==> src/sv/eac_pkg.sv <==
`default_nettype none

package eac_pkg;

   localparam int LEN_WIDTH  = 7;
   localparam int CHAR_WIDTH = 8;
   localparam int CODE_WIDTH = 4;

   localparam logic [LEN_WIDTH-1:0] MAX_LENGTH_RESET = 7'd50;
   localparam logic [LEN_WIDTH-1:0] COUNT_MAX        = 7'd127;

   localparam logic [CHAR_WIDTH-1:0] CH_SPACE = 8'd32;
   localparam logic [CHAR_WIDTH-1:0] CH_DASH  = 8'd45;
   localparam logic [CHAR_WIDTH-1:0] CH_DOT   = 8'd46;
   localparam logic [CHAR_WIDTH-1:0] CH_ZERO  = 8'd48;
   localparam logic [CHAR_WIDTH-1:0] CH_NINE  = 8'd57;
   localparam logic [CHAR_WIDTH-1:0] CH_AT    = 8'd64;
   localparam logic [CHAR_WIDTH-1:0] CH_UP_A  = 8'd65;
   localparam logic [CHAR_WIDTH-1:0] CH_UP_Z  = 8'd90;
   localparam logic [CHAR_WIDTH-1:0] CH_UNDER = 8'd95;
   localparam logic [CHAR_WIDTH-1:0] CH_LO_A  = 8'd97;
   localparam logic [CHAR_WIDTH-1:0] CH_LO_Z  = 8'd122;

   localparam logic [1:0] CHERR_NONE    = 2'd0;
   localparam logic [1:0] CHERR_SPACE   = 2'd1;
   localparam logic [1:0] CHERR_ILLEGAL = 2'd2;

   localparam logic [CODE_WIDTH-1:0] ERR_OK           = 4'd0;
   localparam logic [CODE_WIDTH-1:0] ERR_EMPTY        = 4'd1;
   localparam logic [CODE_WIDTH-1:0] ERR_SPACE        = 4'd2;
   localparam logic [CODE_WIDTH-1:0] ERR_ILLEGAL      = 4'd3;
   localparam logic [CODE_WIDTH-1:0] ERR_TOO_LONG     = 4'd4;
   localparam logic [CODE_WIDTH-1:0] ERR_NO_AT        = 4'd5;
   localparam logic [CODE_WIDTH-1:0] ERR_AT_FIRST     = 4'd6;
   localparam logic [CODE_WIDTH-1:0] ERR_SHORT_NAME   = 4'd7;
   localparam logic [CODE_WIDTH-1:0] ERR_NO_DOT       = 4'd8;
   localparam logic [CODE_WIDTH-1:0] ERR_DOT_AFTER_AT = 4'd9;
   localparam logic [CODE_WIDTH-1:0] ERR_SHORT_DOMAIN = 4'd10;
   localparam logic [CODE_WIDTH-1:0] ERR_DOT_LAST     = 4'd11;
   localparam logic [CODE_WIDTH-1:0] ERR_BAD_TLD      = 4'd12;

   localparam int CSR_ADDR_WIDTH = 3;
   localparam int CSR_DATA_WIDTH = 32;
   localparam logic CSR_IDX_MAX_LENGTH = 1'b0;

   typedef struct packed {
      logic [CHAR_WIDTH-1:0] ch;
      logic                  is_end;
   } item_type;

   function automatic logic is_letter(input logic [CHAR_WIDTH-1:0] c);
      return (c >= CH_UP_A && c <= CH_UP_Z) || (c >= CH_LO_A && c <= CH_LO_Z);
   endfunction

   function automatic logic is_legal(input logic [CHAR_WIDTH-1:0] c);
      return (c >= CH_ZERO && c <= CH_NINE) || (c >= CH_AT && c <= CH_UP_Z) ||
             (c >= CH_LO_A && c <= CH_LO_Z) || c == CH_DASH || c == CH_DOT ||
             c == CH_UNDER;
   endfunction

endpackage

`default_nettype wire

==> src/sv/eac_tracker.sv <==
`default_nettype none

module eac_tracker
   import eac_pkg::*;
(
   input  wire logic                  clock,
   input  wire logic                  reset,
   input  wire logic                  step,
   input  wire item_type              item,
   input  wire logic [LEN_WIDTH-1:0]  max_length,
   output logic      [CODE_WIDTH-1:0] code
);

   logic [LEN_WIDTH-1:0]  length_count_ff, length_count_in;
   logic                  length_over_ff, length_over_in;
   logic [1:0]            char_error_ff, char_error_in;
   logic                  at_seen_ff, at_seen_in;
   logic [LEN_WIDTH-1:0]  at_position_ff, at_position_in;
   logic [CHAR_WIDTH-1:0] first_char_ff, first_char_in;
   logic [CHAR_WIDTH-1:0] char_after_at_ff, char_after_at_in;
   logic                  domain_dot_seen_ff, domain_dot_seen_in;
   logic [LEN_WIDTH-1:0]  domain_gap_ff, domain_gap_in;
   logic                  first_dot_seen_ff, first_dot_seen_in;
   logic [CHAR_WIDTH-1:0] after_dot_char_ff, after_dot_char_in;
   logic [1:0]            capture_phase_ff, capture_phase_in;

   always_comb begin
      length_count_in    = length_count_ff;
      length_over_in     = length_over_ff;
      char_error_in      = char_error_ff;
      at_seen_in         = at_seen_ff;
      at_position_in     = at_position_ff;
      first_char_in      = first_char_ff;
      char_after_at_in   = char_after_at_ff;
      domain_dot_seen_in = domain_dot_seen_ff;
      domain_gap_in      = domain_gap_ff;
      first_dot_seen_in  = first_dot_seen_ff;
      after_dot_char_in  = after_dot_char_ff;
      capture_phase_in   = capture_phase_ff;
      if (step && item.is_end) begin
         length_count_in    = '0;
         length_over_in     = 1'b0;
         char_error_in      = CHERR_NONE;
         at_seen_in         = 1'b0;
         at_position_in     = '0;
         first_char_in      = '0;
         char_after_at_in   = '0;
         domain_dot_seen_in = 1'b0;
         domain_gap_in      = '0;
         first_dot_seen_in  = 1'b0;
         after_dot_char_in  = '0;
         capture_phase_in   = '0;
      end else if (step) begin
         if (char_error_ff == CHERR_NONE) begin
            if (item.ch == CH_SPACE) begin
               char_error_in = CHERR_SPACE;
            end else if (!is_legal(item.ch)) begin
               char_error_in = CHERR_ILLEGAL;
            end
         end
         if (length_count_ff == '0 && !length_over_ff) begin
            first_char_in = item.ch;
         end
         if (capture_phase_ff[0]) begin
            char_after_at_in = item.ch;
         end
         if (capture_phase_ff[1]) begin
            after_dot_char_in = item.ch;
         end
         capture_phase_in = '0;
         if (at_seen_ff && !domain_dot_seen_ff) begin
            if (item.ch == CH_DOT) begin
               domain_dot_seen_in = 1'b1;
            end else if (domain_gap_ff != COUNT_MAX) begin
               domain_gap_in = domain_gap_ff + 1'b1;
            end
         end
         if (!at_seen_ff && item.ch == CH_AT) begin
            at_seen_in          = 1'b1;
            at_position_in      = length_count_ff;
            capture_phase_in[0] = 1'b1;
         end
         if (!first_dot_seen_ff && item.ch == CH_DOT) begin
            first_dot_seen_in   = 1'b1;
            capture_phase_in[1] = 1'b1;
         end
         if (length_count_ff == COUNT_MAX) begin
            length_over_in = 1'b1;
         end else begin
            length_count_in = length_count_ff + 1'b1;
         end
      end
   end

   always_comb begin
      if (length_count_ff == '0 && !length_over_ff) begin
         code = ERR_EMPTY;
      end else if (char_error_ff == CHERR_SPACE) begin
         code = ERR_SPACE;
      end else if (char_error_ff != CHERR_NONE) begin
         code = ERR_ILLEGAL;
      end else if (length_over_ff || length_count_ff > max_length) begin
         code = ERR_TOO_LONG;
      end else if (!at_seen_ff) begin
         code = ERR_NO_AT;
      end else if (at_position_ff == '0) begin
         code = ERR_AT_FIRST;
      end else if (at_position_ff == LEN_WIDTH'(1) && !is_letter(first_char_ff)) begin
         code = ERR_SHORT_NAME;
      end else if (!domain_dot_seen_ff) begin
         code = ERR_NO_DOT;
      end else if (domain_gap_ff == '0) begin
         code = ERR_DOT_AFTER_AT;
      end else if (domain_gap_ff == LEN_WIDTH'(1) && !is_letter(char_after_at_ff)) begin
         code = ERR_SHORT_DOMAIN;
      end else if (after_dot_char_ff == '0) begin
         code = ERR_DOT_LAST;
      end else if (!is_letter(after_dot_char_ff)) begin
         code = ERR_BAD_TLD;
      end else begin
         code = ERR_OK;
      end
   end

   always_ff @(posedge clock) begin
      if (reset) begin
         length_count_ff    <= '0;
         length_over_ff     <= 1'b0;
         char_error_ff      <= CHERR_NONE;
         at_seen_ff         <= 1'b0;
         at_position_ff     <= '0;
         first_char_ff      <= '0;
         char_after_at_ff   <= '0;
         domain_dot_seen_ff <= 1'b0;
         domain_gap_ff      <= '0;
         first_dot_seen_ff  <= 1'b0;
         after_dot_char_ff  <= '0;
         capture_phase_ff   <= '0;
      end else begin
         length_count_ff    <= length_count_in;
         length_over_ff     <= length_over_in;
         char_error_ff      <= char_error_in;
         at_seen_ff         <= at_seen_in;
         at_position_ff     <= at_position_in;
         first_char_ff      <= first_char_in;
         char_after_at_ff   <= char_after_at_in;
         domain_dot_seen_ff <= domain_dot_seen_in;
         domain_gap_ff      <= domain_gap_in;
         first_dot_seen_ff  <= first_dot_seen_in;
         after_dot_char_ff  <= after_dot_char_in;
         capture_phase_ff   <= capture_phase_in;
      end
   end

endmodule

`default_nettype wire

==> config.mk <==
export PLATFORM = sky130hd
export DESIGN_NAME = eac_tracker
export DESIGN_NICKNAME = d
export VERILOG_FILES = /design/src/sv/eac_pkg.sv /design/src/sv/eac_tracker.sv
export SDC_FILE = /design/constraint.sdc
export NUM_CORES = 1
export LEC_CHECK = 0
export ABC_AREA = 0
export BUFFER_PORTS_ARGS = -buffer_cell sky130_fd_sc_hd__buf_4
export CORE_ASPECT_RATIO = 1.75
export CORE_MARGIN = 2
export CORE_UTILIZATION = 45
export DETAILED_ROUTE_END_ITERATION = 16
export GPL_ROUTABILITY_DRIVEN = 0
export PLACE_DENSITY_LB_ADDON = 0.12
export REMOVE_ABC_BUFFERS = 1
export SKIP_CTS_REPAIR_TIMING = 1
export SLEW_MARGIN = 0
export SYNTH_ARGS = -nofsm -noshare
export SYNTH_HDL_FRONTEND = slang
export SYNTH_SLANG_ARGS = --single-unit
==> constraint.sdc <==
create_clock -name clock -period 4 [get_ports clock]
set_clock_uncertainty 0.2 [all_clocks]
set_input_delay 0.4 -clock clock [delete_from_list [all_inputs] [get_ports clock]]
set_output_delay 0.4 -clock clock [all_outputs]
set_load 0.02 [all_outputs]
==> results.py, run 1 <==
metrics = {
    "critical_path": {
        "startpoint": "length_count_ff[5]",
        "cp_common_cell": "a21oi_1",
        "crit_family": "compound AO/OA/AOI/OAI gates",
        "critPathKind": "flip-flop to output pin",
        "r2r_start": "length_count_ff[0]",
        "start_kind": "flip-flop",
        "critPathCaptureType": "output pin",
        "cp_max_fo": 6,
        "max_stage_delay_ps": 460,
        "crit_buf_inv": 1,
        "critical_path_required_ps": 3400,
        "cp_slowest_cell": "dfxtp_1",
        "crit_arrival_ps": 2300,
        "worstPathCellList": "ha_1 -> a21o_1 -> a21oi_1 -> o2111ai_1 -> a21oi_1 -> o211a_1 -> buf_4",
    },
    "die": {
        "start_util_pct": 46.0,
        "die_h_um": 106,
        "core-area_mm2": 0.00579,
        "dieArea_mm2": 0.00657,
        "row_count": 37,
        "num_io_pins": 23,
        "fp.dieW_um": 62.1,
    },
    "timing": {
        "finalSetupViolCount": 0,
        "slew_viol_final": 0,
        "finalSetupTns_ps": 0,
        "fin_crit_sh_pct": 72.4,
        "hold_viol": 0,
        "rsz0062_at_grt": "false",
        "tightest_slew_ps": 650,
        "period_needed_ps": 2900,
        "maxClockFrequency_mhz": 345,
        "relSlewSlack_pct": 56.5,
    },
    "global_routing": {
        "grt_pass1_wl_mm": 10.3,
        "grt_max_degree": 39,
        "grt_overflow_total": 0,
        "met3_usage_pct": 3.95,
        "use_met2_pct": 38.0,
        "first_global_vias": 2262,
        "grtUsageTotal_pct": 19.7,
        "antenna_found_initial": 0,
        "met1_usage_pct": 20.3,
        "busiest_layer": "met2",
    },
    "clock_network": {
        "cts-root-buf": "clkbuf_8",
        "cts_tree": "yes",
        "path_clk_slew_ps": 90,
        "cts_sinks": 51,
        "numCtsBuffers": 5,
        "ctsLongestPathBuffers": 2,
        "htreeDepth": 2,
        "clk_latency_ps": 310,
    },
    "power": {
        "power.density_mw_per_mm2": 316,
        "leakage_uw": 0.00122,
        "irDropWorstVdd_uv": 156,
    },
    "synthesis": {
        "synth-edff-count": 0,
        "synth_seq_cells": 51,
        "synth_ff_type": "dfxtp_1",
        "synthArstFlopShare_pct": 0,
        "synth.cell_area_mm2": 0.00266,
        "synth_top_area_share_pct": 38.4,
        "yosysUniqueCellTypes": 51,
        "ys_seq_area_share_pct": 38.4,
        "synth_cells": 323,
        "syn_area_per_cell_um2": 8.24,
        "synthTopCellsByArea": "dfxtp_1 38%, nor2_1 6.1%, a21oi_1 5.6%",
        "yosysWarningCount": 0,
        "yosys.area.top_type": "dfxtp_1",
    },
    "finish": {
        "syn2layout_area_growth_pct": 11.9,
        "antenna_cells": 0,
        "drive_gt1_share_pct": 11.5,
        "final_nets": 370,
        "post-route-util_pct": 51.4,
        "fin_area_mm2": 0.00298,
    },
    "drt": {
        "antenna_left": 0,
        "first_iter_violations": 114,
        "vias": 2322,
        "route.detailed.drc": 0,
        "vias_per_cell": 5.56,
        "routedWlPerCell_um": 14.6,
        "routed_wl_mm": 6.10,
        "firstDrtPassIters": 4,
    },
    "placed_design": {
        "hpwlAfterDp_mm": 4.62,
        "placed_cell_area_mm2": 0.00287,
        "portBuffers": 22,
    },
    "hold_path": {
        "hp-class": "input port to flip-flop",
        "hp-start": "item[7]",
    },
    "status": {
        "outcome": "finished, final reports clean",
    },
    "job": {
        "drv_cap": 0,
    },
}
tightest hold or removal path, stage by stage:
cell and delay (ps):
buf_4 130, mux2i_1 70, nor2_1 80
kinds of logic (layout without fill, tap and decap cells):
kind of cell               count (synthesis)  count (layout)  share of synthesized area (%)
adders and majority gates                 12              12                           5.64
muxes                                     14              14                           5.27
AOI/OAI and AO/OA                         57              57                           13.7
xor gates and xnor gates                  11              11                           3.62
buffers and inverters                     30              47                           4.42
DFF                                       51              51                           38.4
and+or+nand+nor                          148             148                           29.0
layout by cell type (no fill, tap or decap), types with 2 or more instances in the layout:
| cell | netlist | routed |
|---|---|---|
| a21o_1 | 4 | 4 |
| a21oi_1 | 30 | 30 |
| a221oi_1 | 2 | 2 |
| a31oi_1 | 3 | 3 |
| a41oi_1 | 2 | 2 |
| and2_1 | 2 | 2 |
| and3_1 | 7 | 7 |
| buf_4 | 0 | 23 |
| clkbuf_8 | 0 | 7 |
| dfxtp_1 | 51 | 51 |
| ha_1 | 12 | 12 |
| inv_1 | 16 | 16 |
| mux2i_1 | 14 | 14 |
| nand2_1 | 29 | 29 |
| nand2b_1 | 3 | 3 |
| nand3_1 | 25 | 25 |
| nand3b_1 | 2 | 2 |
| nand4_1 | 8 | 8 |
| nand4b_1 | 2 | 2 |
| nor2_1 | 43 | 43 |
| nor2b_1 | 4 | 4 |
| nor3_1 | 8 | 8 |
| nor4_1 | 5 | 5 |
| o21ai_0 | 2 | 2 |
| xnor2_1 | 3 | 3 |
| xor2_1 | 8 | 8 |
final cells by class:
class | instances | area (µm²)
Fill cell | 581 | 2810
Multi-Input combinational cell | 242 | 1520
Sequential cell | 51 | 1020
Timing Repair Buffer | 23 | 173
Tap cell | 78 | 97.6
Clock buffer | 7 | 96.3
Inverter | 16 | 60.1
Clock inverter | 1 | 7.51
per-stage QoR:
step	instances	hold slack (ps)	setup WS [ps]	power, µW
CTS	418	193	1110	951
floorplan	309	226	1490	583
detailed placement	410	242	1380	627
global placement	410	235	1390	626
finish	418	199	1100	941
global route	418	187	902	983
flip-flops by register name, summed over array words and instances, names as in the netlist:
name                cells
first_char_ff           7
length_over_ff          1
at_seen_ff              1
first_dot_seen_ff       1
domain_dot_seen_ff      1
length_count_ff         7
char_after_at_ff        7
after_dot_char_ff       8
capture_phase_ff        2
char_error_ff           2
domain_gap_ff           7
at_position_ff          7
power breakdown:
group	switching (µW)	internal [µW]	total, µW
logic	55.0	38.6	93.6
registers	6.61	514	520
clock network	170	158	327
cells in the mapped netlist (2+ instances only):
cell type	n
o21ai_0	2
nand3b_1	2
inv_1	16
xor2_1	8
buf_1	2
and2_1	2
nand2_1	29
nand3_1	25
nand4_1	8
buf_2	4
mux2i_1	14
a31oi_1	3
a221oi_1	2
a21o_1	4
nand2b_1	3
a41oi_1	2
clkbuf_1	8
xnor2_1	3
nor4_1	5
and3_1	7
nor2_1	43
nor3_1	8
a21oi_1	30
ha_1	12
nand4b_1	2
nor2b_1	4
dfxtp_1	51
worst paths after layout:
| check | end | slack (ps) | cells past startpoint |
|---|---|---|---|
| worst min-delay path | first_char_ff[6] | 200 | 3 |
| worst max-delay path | code[3] | 1100 | 7 |
| worst max register to register | first_char_ff[4] | 1880 | 7 |
| worst min register to register | char_after_at_ff[6] | 250 | 2 |
metal layers:
layer / share of wire (%) / wire, µm
met5: 0 / 0
met4: 2.6 / 160
met3: 3.1 / 191
met1: 41 / 2510
met2: 53 / 3240
(Power assumes the default switching activity.)
==> run 2: changes to the inputs <==
==> constraint.sdc (replaced) <==
create_clock -name clock -period 2.36 [get_ports clock]
set_clock_uncertainty 0.2 [all_clocks]
set_input_delay 0.236 -clock clock [delete_from_list [all_inputs] [get_ports clock]]
set_output_delay 0.236 -clock clock [all_outputs]
set_load 0.02 [all_outputs]
==> results.py, run 2 (synthesis results as in run 1) <==
metrics = {
    "die": {
        "start_util_pct": 46.0,
        "row_count": 37,
        "core-area_mm2": 0.00579,
        "die_h_um": 106,
        "fp.dieW_um": 62.1,
        "dieArea_mm2": 0.00657,
        "num_io_pins": 23,
    },
    "critical_path": {
        "timing.rr.end": "first_char_ff[6]",
        "critPathKind": "flip-flop to output pin",
        "cp_max_fo": 4,
        "r2r_start": "length_count_ff[1]",
        "critPathCaptureType": "output pin",
        "r2r_slack_ps": 300,
        "r2r_cells": 8,
        "critical_path_required_ps": 1920,
        "crit_arrival_ps": 2140,
        "start_kind": "flip-flop",
    },
    "drt": {
        "routedWlPerCell_um": 14.9,
        "vias": 2376,
        "antenna_left": 0,
        "firstDrtPassIters": 4,
        "routed_wl_mm": 6.48,
        "first_iter_violations": 96,
        "route.detailed.drc": 0,
        "vias_per_cell": 5.47,
    },
    "hold_path": {
        "hp-class": "input port to flip-flop",
        "min_to": "first_char_ff[7]",
        "hp-start": "item[8]",
        "hold_depth": 3,
    },
    "finish": {
        "syn2layout_area_growth_pct": 20.0,
        "largest_register_ffs": 8,
        "post-route-util_pct": 55.2,
        "final_nets": 386,
        "final_cell_mix": "47 x dfxtp_1, 43 x nor2_1, 39 x buf_4",
        "fin_area_mm2": 0.00319,
        "regMostFlops": "after_dot_char_ff",
        "drive_gt1_share_pct": 19.4,
        "final_common_cell": "dfxtp_1",
        "antenna_cells": 0,
        "fill_cells": 557,
        "final_cells": 434,
    },
    "clock_network": {
        "ctsLongestPathBuffers": 2,
        "cts-root-buf": "clkbuf_8",
        "clk_latency_ps": 310,
        "cts_sinks": 51,
        "path_clk_slew_ps": 90,
        "cts_tree": "yes",
        "htreeDepth": 2,
        "numCtsBuffers": 5,
    },
    "global_routing": {
        "first_global_vias": 2411,
        "grt_max_degree": 39,
        "grtUsageTotal_pct": 20.7,
        "grt_overflow_total": 0,
        "grt_pass1_wl_mm": 10.9,
        "antenna_found_initial": 0,
    },
    "timing": {
        "period_needed_ps": 2580,
        "fin_ws_ps": -216,
        "rsz0062_at_grt": "true",
        "fin_hold_ws_ps": 42.2,
        "hold_viol": 0,
        "maxClockFrequency_mhz": 388,
        "tightest_slew_ps": 460,
        "finalSetupViolCount": 4,
        "relSlewSlack_pct": 69.4,
        "slew_viol_final": 0,
        "fin_crit_sh_pct": 109,
    },
    "power": {
        "leakage_uw": 0.00133,
        "irDropWorstVdd_uv": 404,
        "power_frac_clock_pct": 38.1,
        "p_sw_uw": 415,
        "p_comb_share_pct": 10.5,
        "power_frac_seq_pct": 51.4,
        "power.density_mw_per_mm2": 536,
        "intPower_uw": 1300,
        "power_uw": 1710,
        "switching_share_pct": 24.3,
    },
    "status": {
        "violations": "setup timing",
        "outcome": "finished with violations",
    },
    "job": {
        "drv_cap": 0,
    },
    "placed_design": {
        "portBuffers": 22,
        "placed_cell_area_mm2": 0.00298,
        "dp_cells": 424,
        "hpwlAfterDp_mm": 4.85,
    },
}
-- run 2: cell types whose count changed in the layout (fill, tap and decap cells not counted), moves of 2 or more --
| cell | previous run | this run |
|---|---|---|
| nor4_2 | 0 | 3 |
| buf_4 | 23 | 39 |
| nor4_1 | 5 | 2 |
| dfxtp_2 | 0 | 3 |
| dfxtp_1 | 51 | 47 |
| a21oi_1 | 30 | 28 |
-- run 2: final cells by class --
class	count	area (µm²)	share of cell area (%)
multi-input cells	242	1590	49.9
flip-flops and latches	51	1030	32.2
repair buffers	39	293	9.17
well taps	78	97.6	3.06
clock buffers	6	82.6	2.59
inverters	16	60.1	1.88
clock inverters	2	38.8	1.22
-- run 2: power groups by stage --
stage	clock network, µW	registers, µW	logic [µW]
6_report	652	879	180
5_1_grt	700	881	199
4_1_cts	668	880	177
3_5_place_dp	0	900	176
3_3_place_gp	0	899	174
2_1_floorplan	0	899	89.2
-- run 2: metal layers --
| metal | wire length [µm] | track usage (%) | part of all wire, % | up-vias |
|---|---|---|---|---|
| met2 | 3530 | 39.8 | 54 | 52 |
| met3 | 235 | 3.84 | 3.6 | 13 |
| li1 | - | - | - | 1204 |
| met1 | 2540 | 21.5 | 39 | 1107 |
| met5 | 0 | 0 | 0 | - |
| met4 | 167 | 8.73 | 2.6 | 0 |
-- run 2: per-stage QoR --
step | setup WS, ps | setup TNS (ps)
finish | -216 | -513
global route | -314 | -1030
CTS | -320 | -897
detailed placement | 37.3 | 0
global placement | 40.5 | 0
floorplan | 83.7 | 0
-- run 2: critical path, stage by stage, from the launching register on --
cell	delay, ps
dfxtp_2	350
or4_4	550
nor4b_4	320
o2bb2ai_2	150
a2111oi_2	90
nor3_1	190
buf_4	180
-- run 2: worst max-delay path by stage --
stage	start	endpoint	slack (ps)
after floorplan	length_count_ff[5]	code[1]	80
after global placement	domain_gap_ff[3]	code[1]	40
after detailed placement	domain_gap_ff[3]	code[1]	40
after CTS	domain_gap_ff[3]	code[1]	-320
after global routing	domain_gap_ff[6]	code[1]	-310
final	domain_gap_ff[6]	code[1]	-220
==> run 3: changes to the inputs <==
--- a/config.mk
+++ b/config.mk
@@ -5,7 +5,7 @@
 export SDC_FILE = /design/constraint.sdc
 export NUM_CORES = 1
 export LEC_CHECK = 0
-export ABC_AREA = 0
+export ABC_AREA = 1
 export BUFFER_PORTS_ARGS = -buffer_cell sky130_fd_sc_hd__buf_4
 export CORE_ASPECT_RATIO = 1.75
 export CORE_MARGIN = 2
==> results.py, run 3 <==
metrics = {
    "clock_network": {
        "htreeDepth": 2,
        "cts-root-buf": "clkbuf_8",
        "clk_latency_ps": 310,
        "numCtsBuffers": 5,
        "cts_tree": "yes",
        "ctsLongestPathBuffers": 2,
        "cts_sinks": 51,
        "path_clk_slew_ps": 90,
    },
    "finish": {
        "drive_gt1_share_pct": 19.9,
        "fin_area_mm2": 0.00325,
        "final_cell_mix": "60 x nand2_1, 55 x inv_1, 52 x a21oi_1",
        "syn2layout_area_growth_pct": 18.1,
        "final_cells": 505,
        "regMostFlops": "after_dot_char_ff",
        "antenna_cells": 0,
        "fill_cells": 626,
        "post-route-util_pct": 55.2,
        "final_nets": 457,
        "largest_register_ffs": 8,
        "seq_area_mm2": 0.00103,
        "multi_input_area_mm2": 0.00153,
        "final_common_cell": "nand2_1",
    },
    "power": {
        "power.density_mw_per_mm2": 502,
        "switching_share_pct": 25.5,
        "p_sw_uw": 417,
        "irDropWorstVdd_uv": 380,
        "power_frac_seq_pct": 54.1,
        "leakage_uw": 0.00138,
        "p_comb_share_pct": 11.8,
        "power_frac_clock_pct": 34.1,
        "intPower_uw": 1210,
    },
    "critical_path": {
        "critPathKind": "flip-flop to output pin",
        "r2r_cells": 7,
        "r2r_slack_ps": 390,
        "crit_arrival_ps": 1930,
        "r2r_start": "length_count_ff[0]",
        "start_kind": "flip-flop",
        "timing.rr.end": "first_char_ff[6]",
        "cp_max_fo": 2,
        "critical_path_required_ps": 1920,
        "critPathCaptureType": "output pin",
    },
    "timing": {
        "relSlewSlack_pct": 65.7,
        "finalSetupViolCount": 1,
        "maxClockFrequency_mhz": 422,
        "finalSetupTns_ps": -6.99,
        "slew_viol_final": 0,
        "hold_viol": 0,
        "rsz0062_at_grt": "true",
        "period_needed_ps": 2370,
        "fin_ws_ps": -6.99,
        "fin_crit_sh_pct": 100,
        "tightest_slew_ps": 510,
    },
    "drt": {
        "firstDrtPassIters": 4,
        "first_iter_violations": 100,
        "antenna_left": 0,
        "vias_per_cell": 5.04,
        "routed_wl_mm": 6.65,
        "route.detailed.drc": 0,
        "routedWlPerCell_um": 13.2,
        "vias": 2543,
    },
    "hold_path": {
        "hold_depth": 3,
        "hp-start": "item[8]",
        "min_to": "first_char_ff[7]",
        "hp-class": "input port to flip-flop",
    },
    "synthesis": {
        "synth_seq_cells": 51,
        "yosysWarningCount": 0,
        "synthTopCellsByCount": "65 x nand2_1, 57 x inv_1, 53 x a21oi_1",
        "synth_ff_type": "dfxtp_1",
        "syn_area_per_cell_um2": 6.93,
        "ys_seq_area_share_pct": 37.1,
        "yosys.cell_count.top_type": "nand2_1",
        "synth-edff-count": 0,
        "synth_cells": 397,
        "synth.cell_area_mm2": 0.00275,
        "yosys.area.top_type": "dfxtp_1",
        "synthArstFlopShare_pct": 0,
        "synthTopCellsByArea": "dfxtp_1 37%, a21oi_1 9.6%, nand2_1 8.9%",
        "yosysUniqueCellTypes": 37,
        "synth_top_area_share_pct": 37.1,
    },
    "die": {
        "row_count": 37,
        "start_util_pct": 46.8,
        "fp.dieW_um": 63.1,
        "core-area_mm2": 0.00588,
        "num_io_pins": 23,
        "dieArea_mm2": 0.00678,
        "die_h_um": 107,
    },
    "placed_design": {
        "hpwlAfterDp_mm": 5.10,
        "placed_cell_area_mm2": 0.00303,
        "place_ws_ps": 125,
        "portBuffers": 22,
        "dp_cells": 496,
    },
    "status": {
        "violations": "setup timing",
        "outcome": "finished with violations",
    },
    "global_routing": {
        "first_global_vias": 2510,
        "antenna_found_initial": 0,
        "grt_overflow_total": 0,
        "grt_max_degree": 36,
        "grtUsageTotal_pct": 20.8,
        "grt_pass1_wl_mm": 11.0,
    },
    "job": {
        "drv_cap": 0,
    },
}
==> run 3: cell count changes after synthesis, sizes merged, moves of 7 or more <==
cell | previous run | this run
and3 | 8 | 1
mux2i | 14 | 0
inv | 16 | 67
a21oi | 30 | 54
o21ai | 2 | 40
nand2 | 30 | 68
nor2 | 43 | 36
==> run 3: critical path, stage by stage, from the launching register on <==
cell and delay (ps):
dfxtp_2 350, ha_4 250, a21oi_1 160, o21a_1 140, nand2_1 60, nand2_2 90, nand3_2 80, inv_2 70
nand2_2 40, nor3_2 220, buf_4 170
==> run 3: power groups by stage <==
| stage | Sequential, µW | Combinational, µW | Clock [µW] |
|---|---|---|---|
| 3_5_place_dp | 901 | 181 | 0 |
| 3_3_place_gp | 901 | 177 | 0 |
| 2_1_floorplan | 900 | 105 | 0 |
| 6_report | 882 | 193 | 557 |
| 4_1_cts | 881 | 181 | 575 |
| 5_1_grt | 884 | 218 | 606 |
==> run 3: cell families (layout without fill, tap and decap cells) <==
kind of cell,count (synthesis),in the layout,synth area share [%]
flops,51,51,37.1
xor+xnor,3,3,0.956
simple gates,154,154,26.3
buf+inv,76,106,10.8
fa+ha+maj,12,12,5.46
compound gates,101,101,19.4
==> run 3: stage by stage <==
stage | hold slack (ps) | total power, µW
3_5_place_dp | 249 | 1080
4_1_cts | 14.5 | 1640
2_1_floorplan | 179 | 1000
3_3_place_gp | 247 | 1080
6_report | 17.2 | 1630
5_1_grt | 18.0 | 1710
==> run 3: per-layer routing <==
metal	part of all wire (%)	global-route usage (%)
met4	2.9	10.5
met3	1.8	3.56
met1	38	20.1
met5	0	0
met2	57	41.1
==> run 3: layout make-up <==
type / count / share of cell area (%)
Clock buffer: 8 / 3.08
Inverter: 67 / 7.74
Multi-Input combinational cell: 270 / 47.2
Sequential cell: 51 / 31.7
Tap cell: 78 / 3.00
Timing Repair Buffer: 31 / 7.28
==> run 3: how the worst max path moves through the flow <==
stage | from | to | slack, ps | depth (start not counted)
after global routing | length_count_ff[4] | code[3] | -120 | 10
final | length_count_ff[4] | code[3] | -7 | 10
after floorplan | length_count_ff[4] | code[3] | 230 | 9
after CTS | length_count_ff[2] | code[3] | -180 | 11
after global placement | max_length[2] | code[3] | 180 | 13
after detailed placement | max_length[2] | code[3] | 120 | 13
